`src/sobel_edge_magnitude_core_defines.svh`:
```
// Assertion macros shared by the Sobel edge magnitude core.
`ifndef SOBEL_EDGE_MAGNITUDE_CORE_DEFINES_SVH
`define SOBEL_EDGE_MAGNITUDE_CORE_DEFINES_SVH
`ifndef SYNTHESIS
`define SEM_ASSERT(lbl, clk, rstn, prop) \
  lbl: assert property (@(posedge clk) disable iff (!rstn) (prop)) else $error("%m failed");
`define SEM_ASSERT_NEXT(lbl, clk, rstn, ante, cons) \
  lbl: assert property (@(posedge clk) disable iff (!rstn) (ante) |=> (cons)) \
    else $error("%m failed");
`else
`define SEM_ASSERT(lbl, clk, rstn, prop)
`define SEM_ASSERT_NEXT(lbl, clk, rstn, ante, cons)
`endif
`endif

```
`src/sem_pkg.sv`:
```
// Shared types and constants of the Sobel edge magnitude core.
package sem_pkg;

  localparam int CFG_ADDR_W = 2;
  localparam int CFG_DATA_W = 11;
  localparam int ROW_W      = 11;
  localparam int OROW_W     = 10;
  localparam int MAXV_W     = 8;
  localparam int MAX_HEIGHT = 1024;

  localparam logic [CFG_ADDR_W-1:0] CFG_WIDTH  = 2'd0;
  localparam logic [CFG_ADDR_W-1:0] CFG_HEIGHT = 2'd1;
  localparam logic [CFG_ADDR_W-1:0] CFG_MAXVAL = 2'd2;

  localparam logic [CFG_DATA_W-1:0] RST_WIDTH  = 11'd640;
  localparam logic [CFG_DATA_W-1:0] RST_HEIGHT = 11'd480;
  localparam logic [MAXV_W-1:0]     RST_MAXVAL = 8'd255;

  localparam logic OP_PIXEL = 1'b0;
  localparam logic OP_FLUSH = 1'b1;

  typedef enum logic [2:0] {
    ST_IDLE,
    ST_READ,
    ST_WIN,
    ST_GRAD,
    ST_SQR,
    ST_ROOT,
    ST_OUT
  } state_t;

  typedef struct packed {
    logic capture;
    logic read;
    logic update;
    logic grad;
    logic square;
    logic root_step;
    logic out_load;
  } cmd_t;

  typedef struct packed {
    logic drop;
    logic emit;
    logic root_last;
    logic out_free;
  } sts_t;

endpackage

```
`src/sem_ctrl.sv`:
```
// Controller state machine sequencing one transaction through the datapath.
`include "sobel_edge_magnitude_core_defines.svh"
module sem_ctrl (
  input  logic          clk,
  input  logic          rst_n,
  input  logic          in_tvalid,
  output logic          in_tready,
  output sem_pkg::cmd_t cmd,
  input  sem_pkg::sts_t sts
);

  sem_pkg::state_t state_r, state_nxt;

  always_ff @(posedge clk) begin
    if (!rst_n) begin
      state_r <= sem_pkg::ST_IDLE;
    end else begin
      state_r <= state_nxt;
    end
  end

  always_comb begin
    state_nxt = state_r;
    cmd       = '0;
    in_tready = 1'b0;
    case (state_r)
      sem_pkg::ST_IDLE: begin
        in_tready = 1'b1;
        if (in_tvalid) begin
          cmd.capture = 1'b1;
          state_nxt   = sem_pkg::ST_READ;
        end
      end
      sem_pkg::ST_READ: begin
        cmd.read  = 1'b1;
        state_nxt = sts.drop ? sem_pkg::ST_IDLE : sem_pkg::ST_WIN;
      end
      sem_pkg::ST_WIN: begin
        cmd.update = 1'b1;
        state_nxt  = sts.emit ? sem_pkg::ST_GRAD : sem_pkg::ST_IDLE;
      end
      sem_pkg::ST_GRAD: begin
        cmd.grad  = 1'b1;
        state_nxt = sem_pkg::ST_SQR;
      end
      sem_pkg::ST_SQR: begin
        cmd.square = 1'b1;
        state_nxt  = sem_pkg::ST_ROOT;
      end
      sem_pkg::ST_ROOT: begin
        cmd.root_step = 1'b1;
        if (sts.root_last) begin
          state_nxt = sem_pkg::ST_OUT;
        end
      end
      sem_pkg::ST_OUT: begin
        if (sts.out_free) begin
          cmd.out_load = 1'b1;
          state_nxt    = sem_pkg::ST_IDLE;
        end
      end
      default: begin
        state_nxt = sem_pkg::ST_IDLE;
      end
    endcase
  end

  `SEM_ASSERT_NEXT(a_capture_read, clk, rst_n, cmd.capture, state_r == sem_pkg::ST_READ)
  `SEM_ASSERT_NEXT(a_root_hold, clk, rst_n,
                   (state_r == sem_pkg::ST_ROOT) && !sts.root_last,
                   state_r == sem_pkg::ST_ROOT)

endmodule

```
`config.mk`:
```
export PLATFORM = sky130hd
export DESIGN_NAME = sem_ctrl
export DESIGN_NICKNAME = d
export VERILOG_FILES = /design/src/sem_pkg.sv /design/src/sem_ctrl.sv
export VERILOG_INCLUDE_DIRS = /design/src /design/src/src
export SDC_FILE = /design/constraint.sdc
export NUM_CORES = 1
export LEC_CHECK = 0
export ABC_AREA = 1
export BUFFER_PORTS_ARGS = -buffer_cell sky130_fd_sc_hd__buf_4
export CORE_AREA = 10 10 47 49
export CTS_CLUSTER_SIZE = 24
export DETAILED_ROUTE_END_ITERATION = 7
export DIE_AREA = 0 0 57 59
export HOLD_SLACK_MARGIN = 0.15
export PLACE_DENSITY = 0.5
export REMOVE_ABC_BUFFERS = 1
export SLEW_MARGIN = 10
export SYNTH_ARGS = -nofsm -noshare
export SYNTH_HDL_FRONTEND = slang
export SYNTH_SLANG_ARGS = --single-unit
```
`constraint.sdc`:
```
create_clock -name clk -period 1.42 [get_ports clk]
set_input_delay 0.142 -clock clk [delete_from_list [all_inputs] [get_ports clk]]
set_output_delay 0.142 -clock clk [all_outputs]
set_load 0.01 [all_outputs]
```
==> results by group, run 1 <==
Yosys
  • Synth area leaders: dfxtp_1, nand3_1, inv_1, nor2_2, nor3_1
  • Register area share after synthesis: 25.81%
  • Number of synthesized register bits: 3
  • Post-synth EDFFs: 0
  • Synthesis Warnings: 0
  • Cell taking the most area after synthesis: dfxtp_1
  • Yosys top cell area share: 25.81%
  • Post-synth top cells: inv_1, nand3_1, nand2_1, nor2_1
  • Post-synthesis cell type count: 15
  • Ys flop type: dfxtp_1
  • Syn Area/Cell: 6.124 um^2
  • Netlist Area Pre-Place: 232.7 um^2
  • Post-Syn Instances: 38
  • Async S/R FF share, synth: 0%

CTS
  • TritonCTS clock tree: yes
  • CTS sink cnt: 3
  • Clock root cell: clkbuf_4
  • H-tree depth: 1
  • Number of setup buffers added after CTS: 0
  • Post-CTS Hold Buffers: 0
  • Post-cts sizing count: 0
  • CTS max path bufs: 2
  • CTS Buf Count: 3
  • Clk_lat worst skew: 0.23 ns
  • CTS clk-pin slew, worst paths: 0.04 ns

Floorplan
  • Top-level I/O count: 15
  • Row count: 14
  • Die W: 57 um
  • Core area: 1401 um^2
  • Initial Util: 16.61%
  • Die footprint: 3363 um^2
  • Die Y: 59 um

Critical path
  • Worst EP required: 1.28 ns
  • Startpoint types: flip-flop
  • WS Path Type: flip-flop to output pin
  • Worst Path Arrival: 1.11 ns
  • Worst setup EP type: output pin
  • Crit-path max FO: 7

STA
  • Post-layout min period: 1.254 ns
  • Hold Slack: 0.1711 ns
  • Final Setup Violations: 0
  • Final clock skew: 0.002759 ns
  • Final Max Tran Viols: 0
  • Crit share post-route: 88.30%
  • Fmax: 797.5 MHz
  • Setup TNS: 0 ns
  • Slew @ Worst Pin: 0.2411 ns
  • RSZ-0062 raised after global routing: false
  • Final hold vios: 0
  • Relative slew slack: 83.90%

Finish
  • Multi-input gate area: 142.6 um^2
  • Ant diodes: 0
  • FF+latch area: 60.06 um^2
  • Nets: 64
  • Syn-to-layout area delta: 65.05%
  • Max reg flops: 3
  • Layout fillers: 176
  • Largest register by flop count: state_r
  • Top Registers: state_r (3)
  • Layout cell share with drive strength beyond 1: 44.64%

Route
  • Top layer in use: met4
  • Final ANT Viol Nets: 0
  • Iteration-0 DRC Markers: 3
  • Vias/cell: 4.167
  • WL met3: 53 um
  • Detailed Route WL: 698 um
  • Number of remaining DRC errors: 0
  • WL met2: 393 um
  • Vias: 300
  • M1 WL: 233 um
  • Detailed Routing Iterations Pass 1: 4
  • DR WL/cell: 9.694 um

GRT
  • Vias in the first global route: 280
  • Global-route wire length before repair: 1076 um
  • Largest net degree at the start of global routing: 8
  • Global route overflow: 0
  • GR Util All Layers: 4.104%
  • Initial antenna violation count: 0

Place
  • IO Port Bufs: 14
  • Final GP Congestion: 0.7380
  • Post-DP HPWL: 614.8 um

Pwr
  • Power, Total: 0.4170 mW
  • Peak supply drop: 0.3066 mV
  • Pwr/cell area: 1086 nW/um^2
  • P_leak: 0.2015 nW

Worst hold path
  • Worst hold path type: primary input to flip-flop

Run status
  • Status: complete, no violations

Run
  • Max Cap Viol: 0
## worst max-delay path, stage by stage (launching register included)
cell and delay, ns:
dfxtp_1 0.44, nand2_1 0.10, nor3b_1 0.18, buf_4 0.15
## metal layers
metal / global-route usage, % / vias up
met1: 3.084 / 133
li1: - / 158
met5: 0 / -
met4: 4.027 / 0
met3: 1.717 / 2
met2: 7.597 / 7
## final timing paths
| check | start | end | slack [ns] | cells past startpoint |
|---|---|---|---|---|
| max | state_r[2] | cmd[0] | 0.17 | 3 |
| min | rst_n | state_r[2] | 0.17 | 3 |
| max reg2reg | state_r[1] | state_r[1] | 0.31 | 7 |
| min reg2reg | state_r[1] | state_r[2] | 0.69 | 3 |
## placed cells by master, fill, tap and decap left out, drive strengths merged
| cell | count |
|---|---|
| nand3 | 5 |
| o21ai | 1 |
| clkbuf | 4 |
| dfxtp | 3 |
| nor3 | 3 |
| nor2 | 7 |
| nor3b | 1 |
| buf | 14 |
| nand4 | 1 |
| inv | 8 |
| nand2 | 6 |
| a21oi | 2 |
| o211ai | 1 |
## final cells by class
class / instances / share of cell area (%)
Multi-Input combinational cell: 27 / 37.13
Clock buffer: 4 / 6.840
Inverter: 8 / 7.818
Tap cell: 16 / 5.212
Timing Repair Buffer: 14 / 27.36
Sequential cell: 3 / 15.64
## cells by family after synthesis
family | Yosys count | synth area share [%]
AO/OA/AOI/OAI | 4 | 9.677
AND/OR/NAND/NOR | 23 | 51.61
buffers and inverters | 8 | 12.90
flip-flops | 3 | 25.81
## metrics by stage
step	utilization (%)	std cells	instance area, um^2	setup slack (ns)
global placement	25.54	68	357.8	0.2769
CTS	27.41	72	384.1	0.1440
finish	27.41	72	384.1	0.1661
floorplan	-	38	232.7	0.4323
detailed placement	25.54	68	357.8	0.3091
global route	27.41	72	384.1	0.02057
## where the power goes
group	switching (mW)	internal (mW)	leakage [nW]
sequential	0.0175	0.0956	0.0246
clock	0.0442	0.105	0.0150
combinational	0.0814	0.0730	0.162
total	0.143	0.274	0.202
(Power assumes the default switching activity.)
==> run 2, diff against run 1 <==
--- a/config.mk
+++ b/config.mk
@@ -7,7 +7,7 @@
 export NUM_CORES = 1
 export LEC_CHECK = 0
 export ABC_AREA = 1
-export BUFFER_PORTS_ARGS = -buffer_cell sky130_fd_sc_hd__buf_4
+export BUFFER_PORTS_ARGS = -buffer_cell sky130_fd_sc_hd__buf_2
 export CORE_AREA = 10 10 47 49
 export CTS_CLUSTER_SIZE = 24
 export DETAILED_ROUTE_END_ITERATION = 7
==> results by group, run 2 (synthesis gave the netlist of run 1 again) <==
Run status
  • Status: complete, no violations

Critical path
  • Critical Path Sink: cmd[0]
  • WS Path Type: flip-flop to output pin
  • R2r setup slk: 0.31 ns (about the same)
  • Worst setup EP type: output pin
  • Reg2Reg Depth: 7 (unchanged)
  • Crit-path max FO: 7 (unchanged)
  • Reg2reg start: state_r[1]
  • Worst reg2reg endpoint: state_r[1]
  • Worst Setup SP: state_r[2]
  • Worst Path Arrival: 1.13 ns (+0.02 ns)
  • Worst EP required: 1.28 ns (about the same)
  • Startpoint types: flip-flop

STA
  • Crit share post-route: 89.31% (+1.0 points)
  • Final clock skew: 0.002779 ns (+0.00002048 ns)
  • Slew @ Worst Pin: 0.2591 ns (+0.01798 ns)
  • Fmax: 788.5 MHz (-1.1%)
  • RSZ-0062 raised after global routing: false
  • Relative slew slack: 82.70% (-1.2 points)
  • Final hold vios: 0 (unchanged)
  • Hold Slack: 0.2100 ns (+0.03894 ns)
  • Setup TNS: 0 ns (unchanged)
  • Worst setup margin: 0.1518 ns (-0.01432 ns)
  • Final Setup Violations: 0 (unchanged)
  • Final Max Tran Viols: 0 (unchanged)
  • Post-layout min period: 1.268 ns (+0.01432 ns)

Route
  • Number of remaining DRC errors: 0 (unchanged)
  • DR WL/cell: 9.521 um (-1.8%)
  • Final ANT Viol Nets: 0 (unchanged)
  • Detailed Routing Iterations Pass 1: 5 (+1)
  • Vias: 300 (unchanged)
  • Detailed Route WL: 695 um (-0.43%)
  • Vias/cell: 4.110 (-1.4%)
  • Iteration-0 DRC Markers: 13 (+10)

Place
  • IO Port Bufs: 14 (unchanged)
  • Post-Place Worst Slack: 0.2876 ns (-0.02157 ns)
  • Final GP Congestion: 0.6810 (-7.7%)
  • Post-DP HPWL: 603 um (-1.9%)

Finish
  • Final Core Density: 25.62% (-1.8 points)
  • Syn-to-layout area delta: 54.30%
  • Layout fillers: 170 (-3.4%)
  • Multi-input gate area: 142.6 um^2 (unchanged)
  • Layout cell share with drive strength beyond 1: 43.86% (-0.78 points)
  • Ant diodes: 0 (unchanged)
  • Most common cell after layout, fill and taps aside: buf_2
  • Largest register by flop count: state_r
  • Nets: 65 (+1.6%)
  • Top Registers: state_r (3)
  • Most frequent cells in the layout: buf_2, nand3_1, inv_1
  • FF+latch area: 60.06 um^2 (unchanged)
  • Max reg flops: 3 (unchanged)

Pwr
  • Switching Share: 35.83% (+1.5 points)
  • Combinational Power Share: 33.9% (-3.1 points)
  • Power Internal: 0.2582 mW (-5.8%)
  • Sequential share of power: 28.2% (+1.1 points)
  • Power, Total: 0.4023 mW (-3.5%)
  • P_leak: 0.1989 nW (-1.3%)
  • Clk pwr share: 37.9% (+2.1 points)
  • Peak supply drop: 0.2592 mV (-15%)
  • Sw Pwr: 0.1441 mW (+0.78%)
  • Pwr/cell area: 1120 nW/um^2 (+3.2%)

Floorplan
  • Top-level I/O count: 15 (unchanged)
  • Die W: 57 um (unchanged)
  • Initial Util: 16.61% (unchanged)
  • Row count: 14 (unchanged)
  • Die footprint: 3363 um^2 (unchanged)
  • Core area: 1401 um^2 (unchanged)
  • Die Y: 59 um (unchanged)

CTS
  • CTS Buf Count: 3 (unchanged)
  • Clock root cell: clkbuf_4
  • CTS max path bufs: 2 (unchanged)
  • TritonCTS clock tree: yes
  • Clk_lat worst skew: 0.24 ns (about the same)
  • H-tree depth: 1 (unchanged)
  • CTS clk-pin slew, worst paths: 0.04 ns (about the same)
  • CTS sink cnt: 3 (unchanged)

GRT
  • Vias in the first global route: 265 (-5.4%)
  • GR Util All Layers: 3.971% (-0.13 points)
  • Global route overflow: 0 (unchanged)
  • Initial antenna violation count: 0 (unchanged)
  • Global-route wire length before repair: 1055 um (-2.0%)
  • Largest net degree at the start of global routing: 8 (unchanged)

Run
  • Max Cap Viol: 0 (unchanged)

Worst hold path
  • Worst hold start: sts[1]
  • Worst hold path type: primary input to flip-flop
run 2: cell count changes in the layout (fill, tap and decap cells not counted), sizes merged:
| cell | change |
|---|---|
| dlygate4sd3 | +1 |
run 2: routing by layer:
layer / up-vias / global-route usage (%) / share of wire [%]
met1: 127 / 3.905 / 40
met4: 0 / 3.020 / 0
met3: 0 / 1.502 / 3.2
met5: - / 0 / 0
met2: 9 / 6.667 / 57
li1: 164 / - / -
run 2: worst min-delay path by stage:
stage | end | cells after the start
detailed placement | state_r[2] | 3
finish | state_r[0] | 4
CTS | state_r[0] | 4
floorplan | state_r[0] | 2
global placement | state_r[2] | 3
global route | state_r[0] | 4
run 2: layout make-up:
class	instances	share of cell area, %
Inverter	8	8.362
Clock buffer	4	7.317
Sequential cell	3	16.72
Tap cell	16	5.575
Timing Repair Buffer	15	22.30
Multi-Input combinational cell	27	39.72
run 2: repair_timing:
| item | 4_1_cts | 5_1_grt |
|---|---|---|
| resized for setup | 0 | 0 |
| hold buffers | 1 | 0 |
| endpoints found under the hold margin | 2 | 0 |
| setup buffers | 0 | 0 |
run 2: worst max-delay path, stage by stage (launching register included):
cell	delay, ns
dfxtp_1	0.45
nand2_1	0.11
nor3b_1	0.17
buf_2	0.16
run 2: power groups by stage:
stage | logic (mW) | clock network, mW | registers (mW)
final | 0.137 | 0.152 | 0.113
after global placement | 0.137 | 0 | 0.115
after detailed placement | 0.137 | 0 | 0.115
after floorplan | 0.0921 | 0 | 0.111
after global routing | 0.153 | 0.168 | 0.116
after CTS | 0.140 | 0.159 | 0.113
run 2: per-stage QoR:
stage | instance area [um^2] | instances
6_report | 359.1 | 73
5_1_grt | 359.1 | 73
4_1_cts | 359.1 | 73
3_5_place_dp | 322.8 | 68
3_3_place_gp | 322.8 | 68
2_1_floorplan | 232.7 | 38
==> run 3, diff against run 2 <==
--- a/config.mk
+++ b/config.mk
@@ -9,6 +9,7 @@
 export ABC_AREA = 1
 export BUFFER_PORTS_ARGS = -buffer_cell sky130_fd_sc_hd__buf_2
 export CORE_AREA = 10 10 47 49
+export CTS_BUF_LIST = sky130_fd_sc_hd__clkbuf_4
 export CTS_CLUSTER_SIZE = 24
 export DETAILED_ROUTE_END_ITERATION = 7
 export DIE_AREA = 0 0 57 59
==> results by group, run 3 (synthesis gave the netlist of run 1 again) <==
GRT
  • Top Usage Layer GRT: met2
  • Global-route wire length before repair: 1076 um (+2.0%)
  • M1 GR Usage: 3.905% (unchanged)
  • GR Util All Layers: 4.057% (+0.086 points)
  • Met2 Track Usage GR: 6.977% (+0.31 points)
  • Vias in the first global route: 271 (+2.3%)
  • Grt met3 use: 1.502% (unchanged)
  • Largest net degree at the start of global routing: 8 (unchanged)
  • Global route overflow: 0 (unchanged)
  • Initial antenna violation count: 0 (unchanged)

STA
  • Crit share post-route: 88.93% (-0.39 points)
  • Final hold vios: 0 (unchanged)
  • Final clock skew: 0.003746 ns (+0.0009663 ns)
  • Post-layout min period: 1.263 ns (-0.005484 ns)
  • Slew @ Worst Pin: 0.2479 ns (-0.01122 ns)
  • Relative slew slack: 83.35% (+0.64 points)
  • Final Max Tran Viols: 0 (unchanged)
  • Final Setup Violations: 0 (unchanged)
  • Setup TNS: 0 ns (unchanged)
  • RSZ-0062 raised after global routing: false
  • Fmax: 791.9 MHz (+0.43%)

Finish
  • Ant diodes: 0 (unchanged)
  • Cell area after layout: 362.8 um^2 (+1.0%)
  • Nets: 65 (unchanged)
  • Top Registers: state_r (3)
  • Max reg flops: 3 (unchanged)
  • Final Core Density: 25.89% (+0.27 points)
  • Syn-to-layout area delta: 55.91%
  • Largest register by flop count: state_r
  • Multi-input gate area: 142.6 um^2 (unchanged)
  • Most common cell after layout, fill and taps aside: buf_2
  • FF+latch area: 60.06 um^2 (unchanged)
  • Layout fillers: 168 (-1.2%)
  • Layout cell share with drive strength beyond 1: 45.61% (+1.8 points)
  • Most frequent cells in the layout: buf_2, nand3_1, inv_1

Worst hold path
  • Worst hold start: sts[1]
  • Hold path endpoint: state_r[0]
  • Worst hold path type: primary input to flip-flop
  • Hold path depth: 4 (unchanged)

Route
  • Detailed Route WL: 696 um (+0.14%)
  • Detailed Routing Iterations Pass 1: 5 (unchanged)
  • Iteration-0 DRC Markers: 7 (-6)
  • Vias/cell: 4.068 (-1.0%)
  • Number of remaining DRC errors: 0 (unchanged)
  • DR WL/cell: 9.534 um (+0.14%)
  • Final ANT Viol Nets: 0 (unchanged)
  • Vias: 297 (-1.0%)

Run
  • Max Cap Viol: 0 (unchanged)

Floorplan
  • Core area: 1401 um^2 (unchanged)
  • Die Y: 59 um (unchanged)
  • Initial Util: 16.61% (unchanged)
  • Die footprint: 3363 um^2 (unchanged)
  • Top-level I/O count: 15 (unchanged)
  • Row count: 14 (unchanged)
  • Die W: 57 um (unchanged)

Critical path
  • Worst EP required: 1.28 ns (about the same)
  • Worst reg2reg endpoint: state_r[2]
  • R2r setup slk: 0.29 ns (-0.02 ns)
  • Crit-path max FO: 7 (unchanged)
  • WS Path Type: flip-flop to output pin
  • Startpoint types: flip-flop
  • Worst setup EP type: output pin
  • Worst Path Arrival: 1.12 ns (about the same)
  • Reg2reg start: state_r[2]
  • Reg2Reg Depth: 5 (-2)

CTS
  • Clock root cell: clkbuf_4
  • CTS sink cnt: 3 (unchanged)
  • TritonCTS clock tree: yes
  • CTS Buf Count: 3 (unchanged)
  • CTS max path bufs: 2 (unchanged)
  • CTS clk-pin slew, worst paths: 0.04 ns (about the same)
  • Post-cts sizing count: 0 (unchanged)
  • Clk_lat worst skew: 0.24 ns (about the same)
  • H-tree depth: 1 (unchanged)

Place
  • IO Port Bufs: 14 (unchanged)
  • Post-DP HPWL: 603 um (unchanged)
  • Final GP Congestion: 0.6810 (unchanged)
  • Area of placed instances: 322.8 um^2 (unchanged)

Pwr
  • Pwr/cell area: 1162 nW/um^2 (+3.7%)
  • Peak supply drop: 0.3244 mV (+25%)
  • P_leak: 0.2024 nW (+1.7%)
  • Power, Total: 0.4215 mW (+4.8%)

Run status
  • Status: complete, no violations
-- run 3: cell counts in the layout (fill, tap and decap cells not counted) --
No cell type changed its count.
-- run 3: layout make-up --
cell class                 instances  share of cell area (%)
timing repair buffer              15                   22.07
multi-input combinational         27                   39.31
clock buffer                       4                   8.276
inverter                           8                   8.276
tap                               16                   5.517
sequential                         3                   16.55
-- run 3: critical path, stage by stage, from the launching register on --
cell and delay, ns:
dfxtp_1 0.45, nand2_1 0.11, nor3b_1 0.17, buf_2 0.16
-- run 3: how the worst max path moves through the flow --
| stage | startpoint | to |
|---|---|---|
| CTS | state_r[2] | cmd[0] |
| floorplan | state_r[1] | state_r[1] |
| detailed placement | state_r[2] | state_r[0] |
| global placement | state_r[1] | state_r[0] |
| finish | state_r[2] | cmd[0] |
| global route | state_r[2] | cmd[0] |
-- run 3: through the flow --
stage | hold WS (ns) | setup slack (ns) | instances
5_1_grt | 0.2173 | 0.01818 | 73
6_report | 0.2077 | 0.1573 | 73
3_5_place_dp | 0.3979 | 0.2876 | 68
3_3_place_gp | 0.3970 | 0.3102 | 68
4_1_cts | 0.2021 | 0.1294 | 73
2_1_floorplan | 0.2736 | 0.4323 | 38
-- run 3: timing repair --
item,in CTS,in global routing
endpoints found under the setup margin,0,0
hold buffers,1,0
endpoints found under the hold margin,2,0
buffers inserted,0,0
-- run 3: power breakdown --
group | switching, mW | internal, mW
Combinational | 0.0797 | 0.0571
Clock | 0.0472 | 0.125
Sequential | 0.0173 | 0.0956
Total | 0.144 | 0.277
-- run 3: routing by layer --
metal	routed length, um	share of wire [%]	up-vias
met3	15	2.2	0
met4	0	0	0
met2	402	58	5
met5	0	0	-
li1	-	-	164
met1	277	40	128
